--- src/design/tcfd_pkg.sv ---
// ----------------------------------------------------------------------------
// Touch channel filter/detect package
// Shared widths, constants, types and the divide-by-ten helper for the
// four-lane capacitive touch qualifier.
// ----------------------------------------------------------------------------
`default_nettype none

package tcfd_pkg;

    // Number of lanes carried by the channels, and how many of them are active.
    localparam int LANES    = 4;
    localparam int CHANNELS = 4;

    localparam int COUNT_W = 16;
    localparam int AVG_W   = 16;

    // 9*avg + count stays below 10 * 2^16, which fits in 20 bits.
    localparam int SUM_W = 20;

    // floor(x / 10) = (x * ceil(2^23 / 10)) >> 23 holds for every x below 2^22.
    localparam int            DIV10_SHIFT = 23;
    localparam int            PROD_W      = 2 * SUM_W;
    localparam logic [SUM_W-1:0] DIV10_MUL = SUM_W'(838861);

    localparam logic [AVG_W-1:0] AVG_MAX = {AVG_W{1'b1}};

    typedef enum logic {
        MODE_SAMPLE    = 1'b0,
        MODE_CALIBRATE = 1'b1
    } t_mode;

    // What one lane reports for an item.
    typedef struct packed {
        logic             touched;
        logic [AVG_W-1:0] average;
    } t_lane_res;

    typedef t_lane_res [LANES-1:0] t_lane_vec;

    // Divide a filter sum by ten through a reciprocal multiply.
    function automatic logic [AVG_W-1:0] div10(input logic [SUM_W-1:0] x);
        logic [PROD_W-1:0] prod;
        prod = PROD_W'(x) * PROD_W'(DIV10_MUL);
        return prod[DIV10_SHIFT +: AVG_W];
    endfunction

endpackage

`default_nettype wire

--- src/design/tcfd_if.sv ---
// ----------------------------------------------------------------------------
// Touch channel filter/detect interfaces
// Valid/ready channels for capture sets, results and the offset register.
// ----------------------------------------------------------------------------
`default_nettype none

interface tcfd_in_if;
    logic        valid;
    logic        ready;
    logic        mode;
    logic [15:0] count_0;
    logic [15:0] count_1;
    logic [15:0] count_2;
    logic [15:0] count_3;

    modport source (output valid, mode, count_0, count_1, count_2, count_3, input ready);
    modport sink   (input valid, mode, count_0, count_1, count_2, count_3, output ready);
endinterface

interface tcfd_out_if;
    logic        valid;
    logic        ready;
    logic        touched_0;
    logic        touched_1;
    logic        touched_2;
    logic        touched_3;
    logic [15:0] average_0;
    logic [15:0] average_1;
    logic [15:0] average_2;
    logic [15:0] average_3;

    modport source (output valid, touched_0, touched_1, touched_2, touched_3,
                    average_0, average_1, average_2, average_3, input ready);
    modport sink   (input valid, touched_0, touched_1, touched_2, touched_3,
                    average_0, average_1, average_2, average_3, output ready);
endinterface

interface tcfd_cfg_if;
    logic        valid;
    logic        ready;
    logic [15:0] data;

    modport source (output valid, data, input ready);
    modport sink   (input valid, data, output ready);
endinterface

`default_nettype wire

--- src/design/tcfd_lane.sv ---
// ----------------------------------------------------------------------------
// Touch channel lane
// One channel's IIR baseline, threshold latch and touch compare.
// ----------------------------------------------------------------------------
`default_nettype none

module tcfd_lane (
    input  wire logic                           i_clk,
    input  wire logic                           i_rst_n,
    input  wire logic                           i_accept,
    input  wire logic                           i_mode,
    input  wire logic [tcfd_pkg::COUNT_W-1:0]   i_count,
    input  wire logic [tcfd_pkg::AVG_W-1:0]     i_offset,
    output tcfd_pkg::t_lane_res                 o_res
);

    logic [tcfd_pkg::AVG_W-1:0] r_avg, n_avg;
    logic [tcfd_pkg::AVG_W-1:0] r_thr, n_thr;
    logic [tcfd_pkg::SUM_W-1:0] sum;
    logic [tcfd_pkg::AVG_W:0]   thr_sum;

    always_comb begin
        // 9*avg + count, formed as 8*avg + avg + count.
        sum     = {1'b0, r_avg, 3'b000} + tcfd_pkg::SUM_W'(r_avg) + tcfd_pkg::SUM_W'(i_count);
        thr_sum = {1'b0, r_avg} + {1'b0, i_offset};
        n_avg   = r_avg;
        n_thr   = r_thr;
        unique case (tcfd_pkg::t_mode'(i_mode))
            tcfd_pkg::MODE_CALIBRATE: begin
                n_thr = thr_sum[tcfd_pkg::AVG_W] ? tcfd_pkg::AVG_MAX
                                                 : thr_sum[tcfd_pkg::AVG_W-1:0];
            end
            tcfd_pkg::MODE_SAMPLE: begin
                n_avg = tcfd_pkg::div10(sum);
            end
            default: begin
                n_avg = r_avg;
            end
        endcase
        o_res.average = n_avg;
        o_res.touched = n_avg > n_thr;
    end

    always_ff @(posedge i_clk) begin
        if (!i_rst_n) begin
            r_avg <= '0;
            r_thr <= '0;
        end else if (i_accept) begin
            r_avg <= n_avg;
            r_thr <= n_thr;
        end
    end

endmodule

`default_nettype wire

--- src/design/tcfd_merge.sv ---
// ----------------------------------------------------------------------------
// Touch channel result merge
// Gathers the lane results into one beat and buffers it in a two-entry skid.
// ----------------------------------------------------------------------------
`default_nettype none

module tcfd_merge (
    input  wire logic                i_clk,
    input  wire logic                i_rst_n,
    input  wire logic                i_push,
    input  wire tcfd_pkg::t_lane_vec i_lanes,
    output logic                     o_ready,
    tcfd_out_if.source               o_out
);

    tcfd_pkg::t_lane_vec r_head, r_skid;
    logic                r_head_valid, r_skid_valid;
    logic                pop;

    assign pop     = r_head_valid & o_out.ready;
    assign o_ready = !r_skid_valid;

    always_ff @(posedge i_clk) begin
        if (!i_rst_n) begin
            r_head_valid <= 1'b0;
            r_skid_valid <= 1'b0;
        end else if (pop) begin
            if (r_skid_valid) begin
                r_head_valid <= 1'b1;
                r_skid_valid <= 1'b0;
            end else begin
                r_head_valid <= i_push;
            end
        end else if (i_push) begin
            if (r_head_valid) begin
                r_skid_valid <= 1'b1;
            end else begin
                r_head_valid <= 1'b1;
            end
        end
    end

    always_ff @(posedge i_clk) begin
        if (pop) begin
            r_head <= r_skid_valid ? r_skid : i_lanes;
        end else if (i_push) begin
            if (r_head_valid) begin
                r_skid <= i_lanes;
            end else begin
                r_head <= i_lanes;
            end
        end
    end

    assign o_out.valid     = r_head_valid;
    assign o_out.touched_0 = r_head[0].touched;
    assign o_out.touched_1 = r_head[1].touched;
    assign o_out.touched_2 = r_head[2].touched;
    assign o_out.touched_3 = r_head[3].touched;
    assign o_out.average_0 = r_head[0].average;
    assign o_out.average_1 = r_head[1].average;
    assign o_out.average_2 = r_head[2].average;
    assign o_out.average_3 = r_head[3].average;

endmodule

`default_nettype wire

--- src/design/touch_channel_filter_detect_top.sv ---
// ----------------------------------------------------------------------------
// Touch channel filter/detect top level
// Four-channel capacitive touch qualifier with IIR baseline and thresholds.
// ----------------------------------------------------------------------------
// Usage:
// Each beat on i_in carries a mode bit and four charge-time capture counts.
// In sample mode every channel's average moves to floor((9*avg + count)/10);
// in calibrate mode every threshold is latched to average plus the offset,
// saturated at 65535. Each input beat yields exactly one beat on o_out with
// the four averages after the update and the four touched flags, where a
// channel is touched when its average is strictly above its threshold.
// The offset is written through i_cfg, which is always ready; write it only
// while no item is in flight.
// An accepted beat's results are registered in the output buffer for o_out.
// One item is taken every cycle while i_in is ready: the four lanes update
// state when it is accepted, each through one 20 by 20 bit reciprocal multiply.
// When the receiver stalls, a two-entry output skid holds results. i_in drops
// ready only while the second entry is in use, starting the cycle after a
// stalled beat, and is ready again the cycle after the receiver takes a beat.
// Reset clears averages, thresholds, the offset and the output buffer.
// ----------------------------------------------------------------------------
`default_nettype none

module touch_channel_filter_detect_top (
    input  wire logic   i_clk,
    input  wire logic   i_rst_n,
    tcfd_in_if.sink     i_in,
    tcfd_cfg_if.sink    i_cfg,
    tcfd_out_if.source  o_out
);

    logic [tcfd_pkg::AVG_W-1:0]   r_threshold_offset;
    logic                         merge_ready;
    logic                         accept;
    tcfd_pkg::t_lane_vec          lanes;
    logic [tcfd_pkg::COUNT_W-1:0] counts [tcfd_pkg::LANES];

    // The offset register takes a write in any cycle.
    assign i_cfg.ready = 1'b1;

    always_ff @(posedge i_clk) begin
        if (!i_rst_n) begin
            r_threshold_offset <= '0;
        end else if (i_cfg.valid) begin
            r_threshold_offset <= i_cfg.data;
        end
    end

    assign i_in.ready = merge_ready;
    assign accept     = i_in.valid & merge_ready;

    assign counts[0] = i_in.count_0;
    assign counts[1] = i_in.count_1;
    assign counts[2] = i_in.count_2;
    assign counts[3] = i_in.count_3;

    // Active channels get a lane; the rest report zero.
    for (genvar g = 0; g < tcfd_pkg::LANES; g++) begin : g_lane
        if (g < tcfd_pkg::CHANNELS) begin : g_on
            tcfd_lane u_lane (
                .i_clk    (i_clk),
                .i_rst_n  (i_rst_n),
                .i_accept (accept),
                .i_mode   (i_in.mode),
                .i_count  (counts[g]),
                .i_offset (r_threshold_offset),
                .o_res    (lanes[g])
            );
        end else begin : g_off
            assign lanes[g] = '0;
        end
    end

    tcfd_merge u_merge (
        .i_clk   (i_clk),
        .i_rst_n (i_rst_n),
        .i_push  (accept),
        .i_lanes (lanes),
        .o_ready (merge_ready),
        .o_out   (o_out)
    );

endmodule

`default_nettype wire
--- src/flat_wrapper.sv ---
// flat-port wrapper written by rule: the top's interface ports become plain ports
module touch_channel_filter_detect_top_flat 
  (i_clk, i_rst_n, i_in_valid, i_in_mode, i_in_count_0, i_in_count_1, i_in_count_2, i_in_count_3, i_in_ready, i_cfg_valid, i_cfg_data, i_cfg_ready, o_out_valid, o_out_touched_0, o_out_touched_1, o_out_touched_2, o_out_touched_3, o_out_average_0, o_out_average_1, o_out_average_2, o_out_average_3, o_out_ready);
  tcfd_in_if i_in_i ();
  tcfd_cfg_if i_cfg_i ();
  tcfd_out_if o_out_i ();
  input  wire logic i_clk;
  input  wire logic i_rst_n;
  input wire logic [$bits(i_in_i.valid)-1:0] i_in_valid;
  input wire logic [$bits(i_in_i.mode)-1:0] i_in_mode;
  input wire logic [$bits(i_in_i.count_0)-1:0] i_in_count_0;
  input wire logic [$bits(i_in_i.count_1)-1:0] i_in_count_1;
  input wire logic [$bits(i_in_i.count_2)-1:0] i_in_count_2;
  input wire logic [$bits(i_in_i.count_3)-1:0] i_in_count_3;
  output wire logic [$bits(i_in_i.ready)-1:0] i_in_ready;
  input wire logic [$bits(i_cfg_i.valid)-1:0] i_cfg_valid;
  input wire logic [$bits(i_cfg_i.data)-1:0] i_cfg_data;
  output wire logic [$bits(i_cfg_i.ready)-1:0] i_cfg_ready;
  output wire logic [$bits(o_out_i.valid)-1:0] o_out_valid;
  output wire logic [$bits(o_out_i.touched_0)-1:0] o_out_touched_0;
  output wire logic [$bits(o_out_i.touched_1)-1:0] o_out_touched_1;
  output wire logic [$bits(o_out_i.touched_2)-1:0] o_out_touched_2;
  output wire logic [$bits(o_out_i.touched_3)-1:0] o_out_touched_3;
  output wire logic [$bits(o_out_i.average_0)-1:0] o_out_average_0;
  output wire logic [$bits(o_out_i.average_1)-1:0] o_out_average_1;
  output wire logic [$bits(o_out_i.average_2)-1:0] o_out_average_2;
  output wire logic [$bits(o_out_i.average_3)-1:0] o_out_average_3;
  input wire logic [$bits(o_out_i.ready)-1:0] o_out_ready;
  assign i_in_i.valid = i_in_valid;
  assign i_in_i.mode = i_in_mode;
  assign i_in_i.count_0 = i_in_count_0;
  assign i_in_i.count_1 = i_in_count_1;
  assign i_in_i.count_2 = i_in_count_2;
  assign i_in_i.count_3 = i_in_count_3;
  assign i_in_ready = i_in_i.ready;
  assign i_cfg_i.valid = i_cfg_valid;
  assign i_cfg_i.data = i_cfg_data;
  assign i_cfg_ready = i_cfg_i.ready;
  assign o_out_valid = o_out_i.valid;
  assign o_out_touched_0 = o_out_i.touched_0;
  assign o_out_touched_1 = o_out_i.touched_1;
  assign o_out_touched_2 = o_out_i.touched_2;
  assign o_out_touched_3 = o_out_i.touched_3;
  assign o_out_average_0 = o_out_i.average_0;
  assign o_out_average_1 = o_out_i.average_1;
  assign o_out_average_2 = o_out_i.average_2;
  assign o_out_average_3 = o_out_i.average_3;
  assign o_out_i.ready = o_out_ready;
  touch_channel_filter_detect_top u_core (.i_clk(i_clk), .i_rst_n(i_rst_n), .i_in(i_in_i), .i_cfg(i_cfg_i), .o_out(o_out_i));
endmodule
--- config.mk ---
export PLATFORM = sky130hd
export DESIGN_NAME = touch_channel_filter_detect_top_flat
export DESIGN_NICKNAME = d
export VERILOG_FILES = /design/src/design/tcfd_pkg.sv /design/src/design/tcfd_if.sv /design/src/design/tcfd_lane.sv /design/src/design/tcfd_merge.sv /design/src/design/touch_channel_filter_detect_top.sv /design/src/flat_wrapper.sv
export SDC_FILE = /design/constraint.sdc
export NUM_CORES = 2
export LEC_CHECK = 0
export ABC_AREA = 1
export BUFFER_PORTS_ARGS = -buffer_cell sky130_fd_sc_hd__buf_2
export CELL_PAD_IN_SITES_DETAIL_PLACEMENT = 0
export CELL_PAD_IN_SITES_GLOBAL_PLACEMENT = 1
export CORE_ASPECT_RATIO = 0.6
export CORE_MARGIN = 2
export CORE_UTILIZATION = 50
export CTS_CLUSTER_SIZE = 14
export DETAILED_ROUTE_END_ITERATION = 6
export GPL_TIMING_DRIVEN = 0
export HOLD_SLACK_MARGIN = 0.1
export PLACE_DENSITY = 0.89
export SLEW_MARGIN = 20
export SYNTH_ARGS = -nofsm -noshare
export SYNTH_HDL_FRONTEND = slang
export SYNTH_SLANG_ARGS = --single-unit
--- constraint.sdc ---
create_clock -name i_clk -period 11.2 [get_ports i_clk]
set_input_delay 1.12 -clock i_clk [delete_from_list [all_inputs] [get_ports i_clk]]
set_output_delay 1.12 -clock i_clk [all_outputs]
set_load 0.005 [all_outputs]
After elaboration in Yosys (flattened, before gate mapping)
Cells that the tools add are included.

operators by class
  $add $sub $neg = 12
  multipliers = 4
  $lt $le $gt $ge = 4
  equality and inequality tests = 1
  mux-type cells = 19
  bitwise operators = 4
  reductions and logical operators = 6

operator list
  operator                                                                count
  68-bit 2-to-1 mux                                                       4
  16-bit 2-to-1 mux                                                       12
  20-bit by 20-bit multiplier with 39-bit output (second input constant)  4
  19-bit by 16-bit adder with 20-bit output                               4
  20-bit by 16-bit adder with 20-bit output                               4
  16-bit by 16-bit adder with 17-bit output                               4
  16-bit greater-than comparator                                          4
  2-bit AND reduction                                                     2
  1-bit 2-to-1 mux                                                        3
  3-bit AND reduction                                                     1
  1-bit AND                                                               2
  2-bit by 1-bit != test with 1-bit output (second input constant)        1
  1-bit NOT                                                               2
  2-bit nonzero test                                                      1
  2-bit OR reduction                                                      1
  1-bit zero test                                                         1

word-level totals
  register bits = 282
  bits of input ports = 86
  output and inout bits = 71

Longest topological paths before layout
  depth in word-level cells = 8
  gate-level depth with buffers = 48
  gate-level depth less buffers = 48

Hierarchy
Synthesis repeated with hierarchy kept, for this count alone.

unflattened totals
  cells, all modules = 6428
  area, all modules = 52482.8 um^2

modules (own cells, without submodules)
  module                                     instances  cells an instance  area an instance (um^2)
  tcfd_lane at u_core.g_lane[0].g_on.u_lane  1          1489               11753.8
  tcfd_lane at u_core.g_lane[1].g_on.u_lane  1          1483               11696.2
  tcfd_lane at u_core.g_lane[3].g_on.u_lane  1          1488               11607.4
  tcfd_lane at u_core.g_lane[2].g_on.u_lane  1          1487               11588.6
  tcfd_merge                                 1          376                5143.7
  touch_channel_filter_detect_top            1          105                693.2

Worst setup path after synthesis
OpenSTA, ideal clock, no wires.

  kind = input port to flip-flop
  from = input port i_in_count_3[3]
  to = register u_core.u_merge.r_head, in the netlist u_core.u_merge.o_out.touched_3, data pin
  setup time = 0.267 ns
  arrival = 8.820 ns
  required time = 10.933 ns
  path slack = 2.114 ns
  cell stages on the path = 42
  buffers on the path = 0
  cell sequence = inv_1 -> fa_1 -> inv_1 -> ha_1 -> nand2_1 -> o21ai_1 -> a21oi_1 -> o21bai_1 -> nand3_1 -> nand2_1 -> nand3_1 -> nand2_1 -> nand2_1 -> nor2_1 -> ha_1 -> ha_1 -> inv_1 -> fa_1 -> [... 6 more ...] -> ha_1 -> ha_1 -> nand2_1 -> nor2_1 -> nand2_1 -> nor2_1 -> nand4_1 -> nand3_1 -> nand2_1 -> nand3_1 -> nand2_1 -> ha_1 -> nand2_1 -> inv_1 -> nand2_1 -> or4_1 -> o21ai_0 -> a21oi_1

between the ends
  cells in the longest elaborated chain, start to end = 7

RTL lines
  item                                              RTL line            text
  from (decl)                                       flat_wrapper.sv:14  input wire logic [$bits(i_in_i.count_3)-1:0] i_in_count_3;
  20-bit by 16-bit adder with 20-bit output *       tcfd_lane.sv:24     sum = {1'b0, r_avg, 3'b000} + tcfd_pkg::SUM_W'(r_avg) + tcfd_pkg::SUM_W'(i_count);
  20-bit by 20-bit multiplier with 39-bit output *  tcfd_pkg.sv:43      prod = PROD_W'(x) * PROD_W'(DIV10_MUL);
  16-bit 2-to-1 mux *                               tcfd_lane.sv:28     unique case (tcfd_pkg::t_mode'(i_mode))
  via u_core.g_lane[3].g_on.u_lane.n_avg (one bit)  tcfd_lane.sv:17     logic [tcfd_pkg::AVG_W-1:0] r_avg, n_avg;
  16-bit greater-than comparator *                  tcfd_lane.sv:41     o_res.touched = n_avg > n_thr;
  68-bit 2-to-1 mux                                 tcfd_merge.sv:47    if (r_head_valid) begin
  68-bit 2-to-1 mux                                 tcfd_merge.sv:46    end else if (i_push) begin
  68-bit 2-to-1 mux *                               tcfd_merge.sv:44    if (pop) begin
  to (signal assigned)                              tcfd_merge.sv:45    r_head <= r_skid_valid ? r_skid : i_lanes;
  to (signal assigned)                              tcfd_merge.sv:50    r_head <= i_lanes;
  to (decl)                                         tcfd_merge.sv:16    tcfd_pkg::t_lane_vec r_head, r_skid;

The timed path passes the listed nets; every way through them passes the cells marked *. The select of a mux whose other input is x is not followed.
A chain may end at the register's enable or synchronous reset.

Worst setup path after layout
  from = register u_core.g_lane[3].g_on.u_lane.r_avg[3] (netlist name)
  to = register u_core.u_merge.r_head, in the netlist u_core.u_merge.o_out.touched_3, data pin

between the ends
  cells in the longest elaborated chain, start to end = 8

RTL lines
  item                                              RTL line          text
  from (decl)                                       tcfd_lane.sv:17
  from (signal assigned)                            tcfd_lane.sv:49   r_avg <= n_avg;
  19-bit by 16-bit adder with 20-bit output *       tcfd_lane.sv:24
  20-bit by 16-bit adder with 20-bit output *       tcfd_lane.sv:24
  20-bit by 20-bit multiplier with 39-bit output *  tcfd_pkg.sv:43
  16-bit 2-to-1 mux *                               tcfd_lane.sv:28
  via u_core.g_lane[3].g_on.u_lane.n_avg (one bit)  tcfd_lane.sv:17
  16-bit greater-than comparator *                  tcfd_lane.sv:41
  68-bit 2-to-1 mux                                 tcfd_merge.sv:47
  68-bit 2-to-1 mux                                 tcfd_merge.sv:46
  68-bit 2-to-1 mux *                               tcfd_merge.sv:44

Marked as above.

==> run metrics <==
status=complete, but fails checks; failing checks=design-rule violations; Synth Warn #=0; post-synth top area share=23.63%; global route total overflow=0; Final Hold Viols=0; CP required=11.47 ns; share of layout cells above drive strength 1=4.812%; register area=roughly 7000 sq um; Tmin final=10.82 ns; first drt pass iteration count=7; DR vias/cell=roughly 5.6; core region area=102800 sq um; leading area contributor after synthesis=fa_1; die height=253.7 microns; vias in the first global route=43390; most common cell after layout, fill and taps aside=inv_1; Port Buffers=roughly 150; Compound-Gate Fraction of Synth Area=9.448%; largest cells by area after synthesis=fa_1 (24%), ha_1 (23%), inv_1 (9.8%), nand2_1 (8.4%), edfxtp_1 (7.9%); Placer Congestion=1.022; Synth Area in XOR/XNOR=2.139%; CP endpoint kind=flip-flop; first-pass GRT wire length=271600 microns; initial DRC count=5216; Post-DP HPWL=160200 microns; crit-path max FO=5; max_cap viols=0; DP Worst Slack=0.01699 ns; WS Path Type=reg -> reg; Worst path max stage delay=around 0.63 ns; CTS Sinks=around 280; largest net degree at the start of global routing=26; Min-Delay Path Class=reg -> reg; Mapped Area=51940 sq um; Ports=157; syn_area_per_cell=8.009 sq um; cts hold-fix bufs=0; Post-synth ARST share=0%; Post-Synth Adder-Cell Area=46.99%; sequential area share after synthesis=13.49%; mux share of post-synthesis cell area=0%; WP data arrival=approximately 11 ns; commonest non-fill, non-tap cells in the layout=inv_1 (1358), nand2_1 (1161), ha_1 (970); crit path launch type=flip-flop; syn_nets=8154; area occupied by multi-input gates=39510 sq um; via count=45230; CTS Buf Count=30; antenna violations before repair=3; Tot GR Track Use=34.41%; final setup margin=0.3774 ns; Final setup viols=0; CTS tree=built; DIE AREA=between 100000 and 150000 sq um; Final Instance Count excl. Fillers=8107; diode count=0; EDFF count, synth=136; post-route ant nets=0; Clk pin slew, worst setup/hold paths=roughly 0.07 ns; DRC Markers=1; fin crit share=96.63%; CTS HTree Levels=1; Routed WL=182700 microns; Critical Path Slowest Stage Cell=dfxtp_1; NumNets Final=8357; CTS Root Cell=clkbuf_16; Initial Utilization=approximately half; CP dominant cell by count=nand2_1; Fmax achieved=92.40 MHz; Clock Tree Buf Depth=3; Die W=420.1 microns; Slew @ Worst Pin=1.258 ns; Clock Latency Late Sink=0.60 ns; Slew HR=16.14%; Synth cell types=60; routed length per instance=22.54 microns; Slew Viols, Final=0; clock skew=between 0.02 and 0.025 ns; FILL cells=between 9000 and 10000; num rows=91; Syn-to-layout area delta=7.166%; Seq cells post-synth=282; Mapped Cells=6485; dominant synthesized flop cell=dfxtp_1; largest family of logic cells by synthesized area=adder cells; Post-Place Cells=8048; post-synthesis simple-gate area fraction=17.38%
## registers in the layout (all words and copies together), names as in the netlist
signal                           flops
u_core.u_merge.r_skid_valid          1
u_core.u_merge.o_out.touched_1       1
u_core.u_merge.o_out.touched_0       1
u_core.u_merge.r_skid               68
u_core.g_lane.g_on.u_lane.r_thr     64
u_core.u_merge.o_out.touched_3       1
u_core.r_threshold_offset           16
u_core.u_merge.o_out.average_3      16
u_core.u_merge.o_out.touched_2       1
u_core.u_merge.o_out.average_2      16
u_core.u_merge.o_out.average_1      16
u_core.g_lane.g_on.u_lane.r_avg     64
u_core.u_merge.o_out.valid           1
u_core.u_merge.o_out.average_0      16
## Yosys cell counts, types with 11 or more instances
library cell and n:
o21ai_1 12, o21ai_2 15, fa_1 613, a21o_1 27, nand3_1 323, o21bai_1 38, o21a_1 22, o22ai_1 27
edfxtp_1 136, dfxtp_1 146, nand4_1 50, o21ai_0 263, xor2_1 73, clkbuf_1 56, nand3b_1 26, inv_1 1358
nand2_1 1161, or2_2 36, buf_1 22, a21oi_1 427, a31oi_1 11, nor3_1 57, nor2_1 472, xnor2_1 47
ha_1 970
## layer usage
layer	vias to the layer above	routed length [microns]	global-route usage (%)
met5	-	0	0
met4	0	2194	3.720
met3	112	27280	13.15
met2	2247	64120	42.60
met1	21670	89120	55.79
li1	21200	-	-
## cell families after synthesis
group / after synthesis
buffers and inverters: 1451
and+or+nand+nor: 2161
xor gates and xnor gates: 123
adders and majority gates: 1583
AOI/OAI and AO/OA: 884
DFF: 282
other: 1
## what timing repair did
action                                  in CTS  in global routing
resized for setup                            0                  4
endpoints found under the setup margin       0                  2
buffers inserted                             0                  3
## final timing paths
path                                          to                                  start  slack [ns]  cells past startpoint
setup reg to reg  u_core.u_merge.o_out.touched_3  u_core.g_lane[3].g_on.u_lane.r_avg[3]        0.38                     39
setup / recovery  u_core.u_merge.o_out.touched_3  u_core.g_lane[3].g_on.u_lane.r_avg[3]        0.38                     39
hold reg to reg      u_core.u_merge.r_skid_valid            u_core.u_merge.r_skid_valid        0.51                      2
hold / removal       u_core.u_merge.r_skid_valid            u_core.u_merge.r_skid_valid        0.51                      2
## layout make-up
type	count	area share, %
well taps	1395	3.136
plain buffers	88	0.6519
repair buffers	171	1.715
inverters	1363	9.191
clock inverters	19	0.2877
clock buffers	37	1.452
flip-flops and latches	282	12.59
multi-input cells	4752	70.98
## worst max-delay path, delay by kind of cell, from the launching register on
| kind | cells | cell delay, ns |
|---|---|---|
| AO/OA/AOI/OAI | 6 | 1.30 |
| adder cells (fa/ha/maj) | 11 | 5.01 |
| XOR/XNOR | 1 | 0.53 |
| buffers and inverters | 7 | 0.70 |
| flip-flops | 1 | 0.63 |
| AND/OR/NAND/NOR | 14 | 2.31 |
## through the flow
| stage | util [%] | TNS, ns | hold WS, ns | instance area, sq um |
|---|---|---|---|---|
| after CTS | 54.09 | 0 | 0.4925 | 55610 |
| after global routing | 54.14 | -0.02620 | 0.5237 | 55660 |
| after global placement | 52.97 | -0.06662 | 0.4508 | 54460 |
| final | 54.14 | 0 | 0.5096 | 55660 |
| after floorplan | - | 0 | 0.4367 | 51940 |
| after detailed placement | 53.15 | 0 | 0.4768 | 54640 |
Power is left out: the tool's default activity adds up to more than one toggle a clock period on the data nets, which glitch-free logic cannot reach.
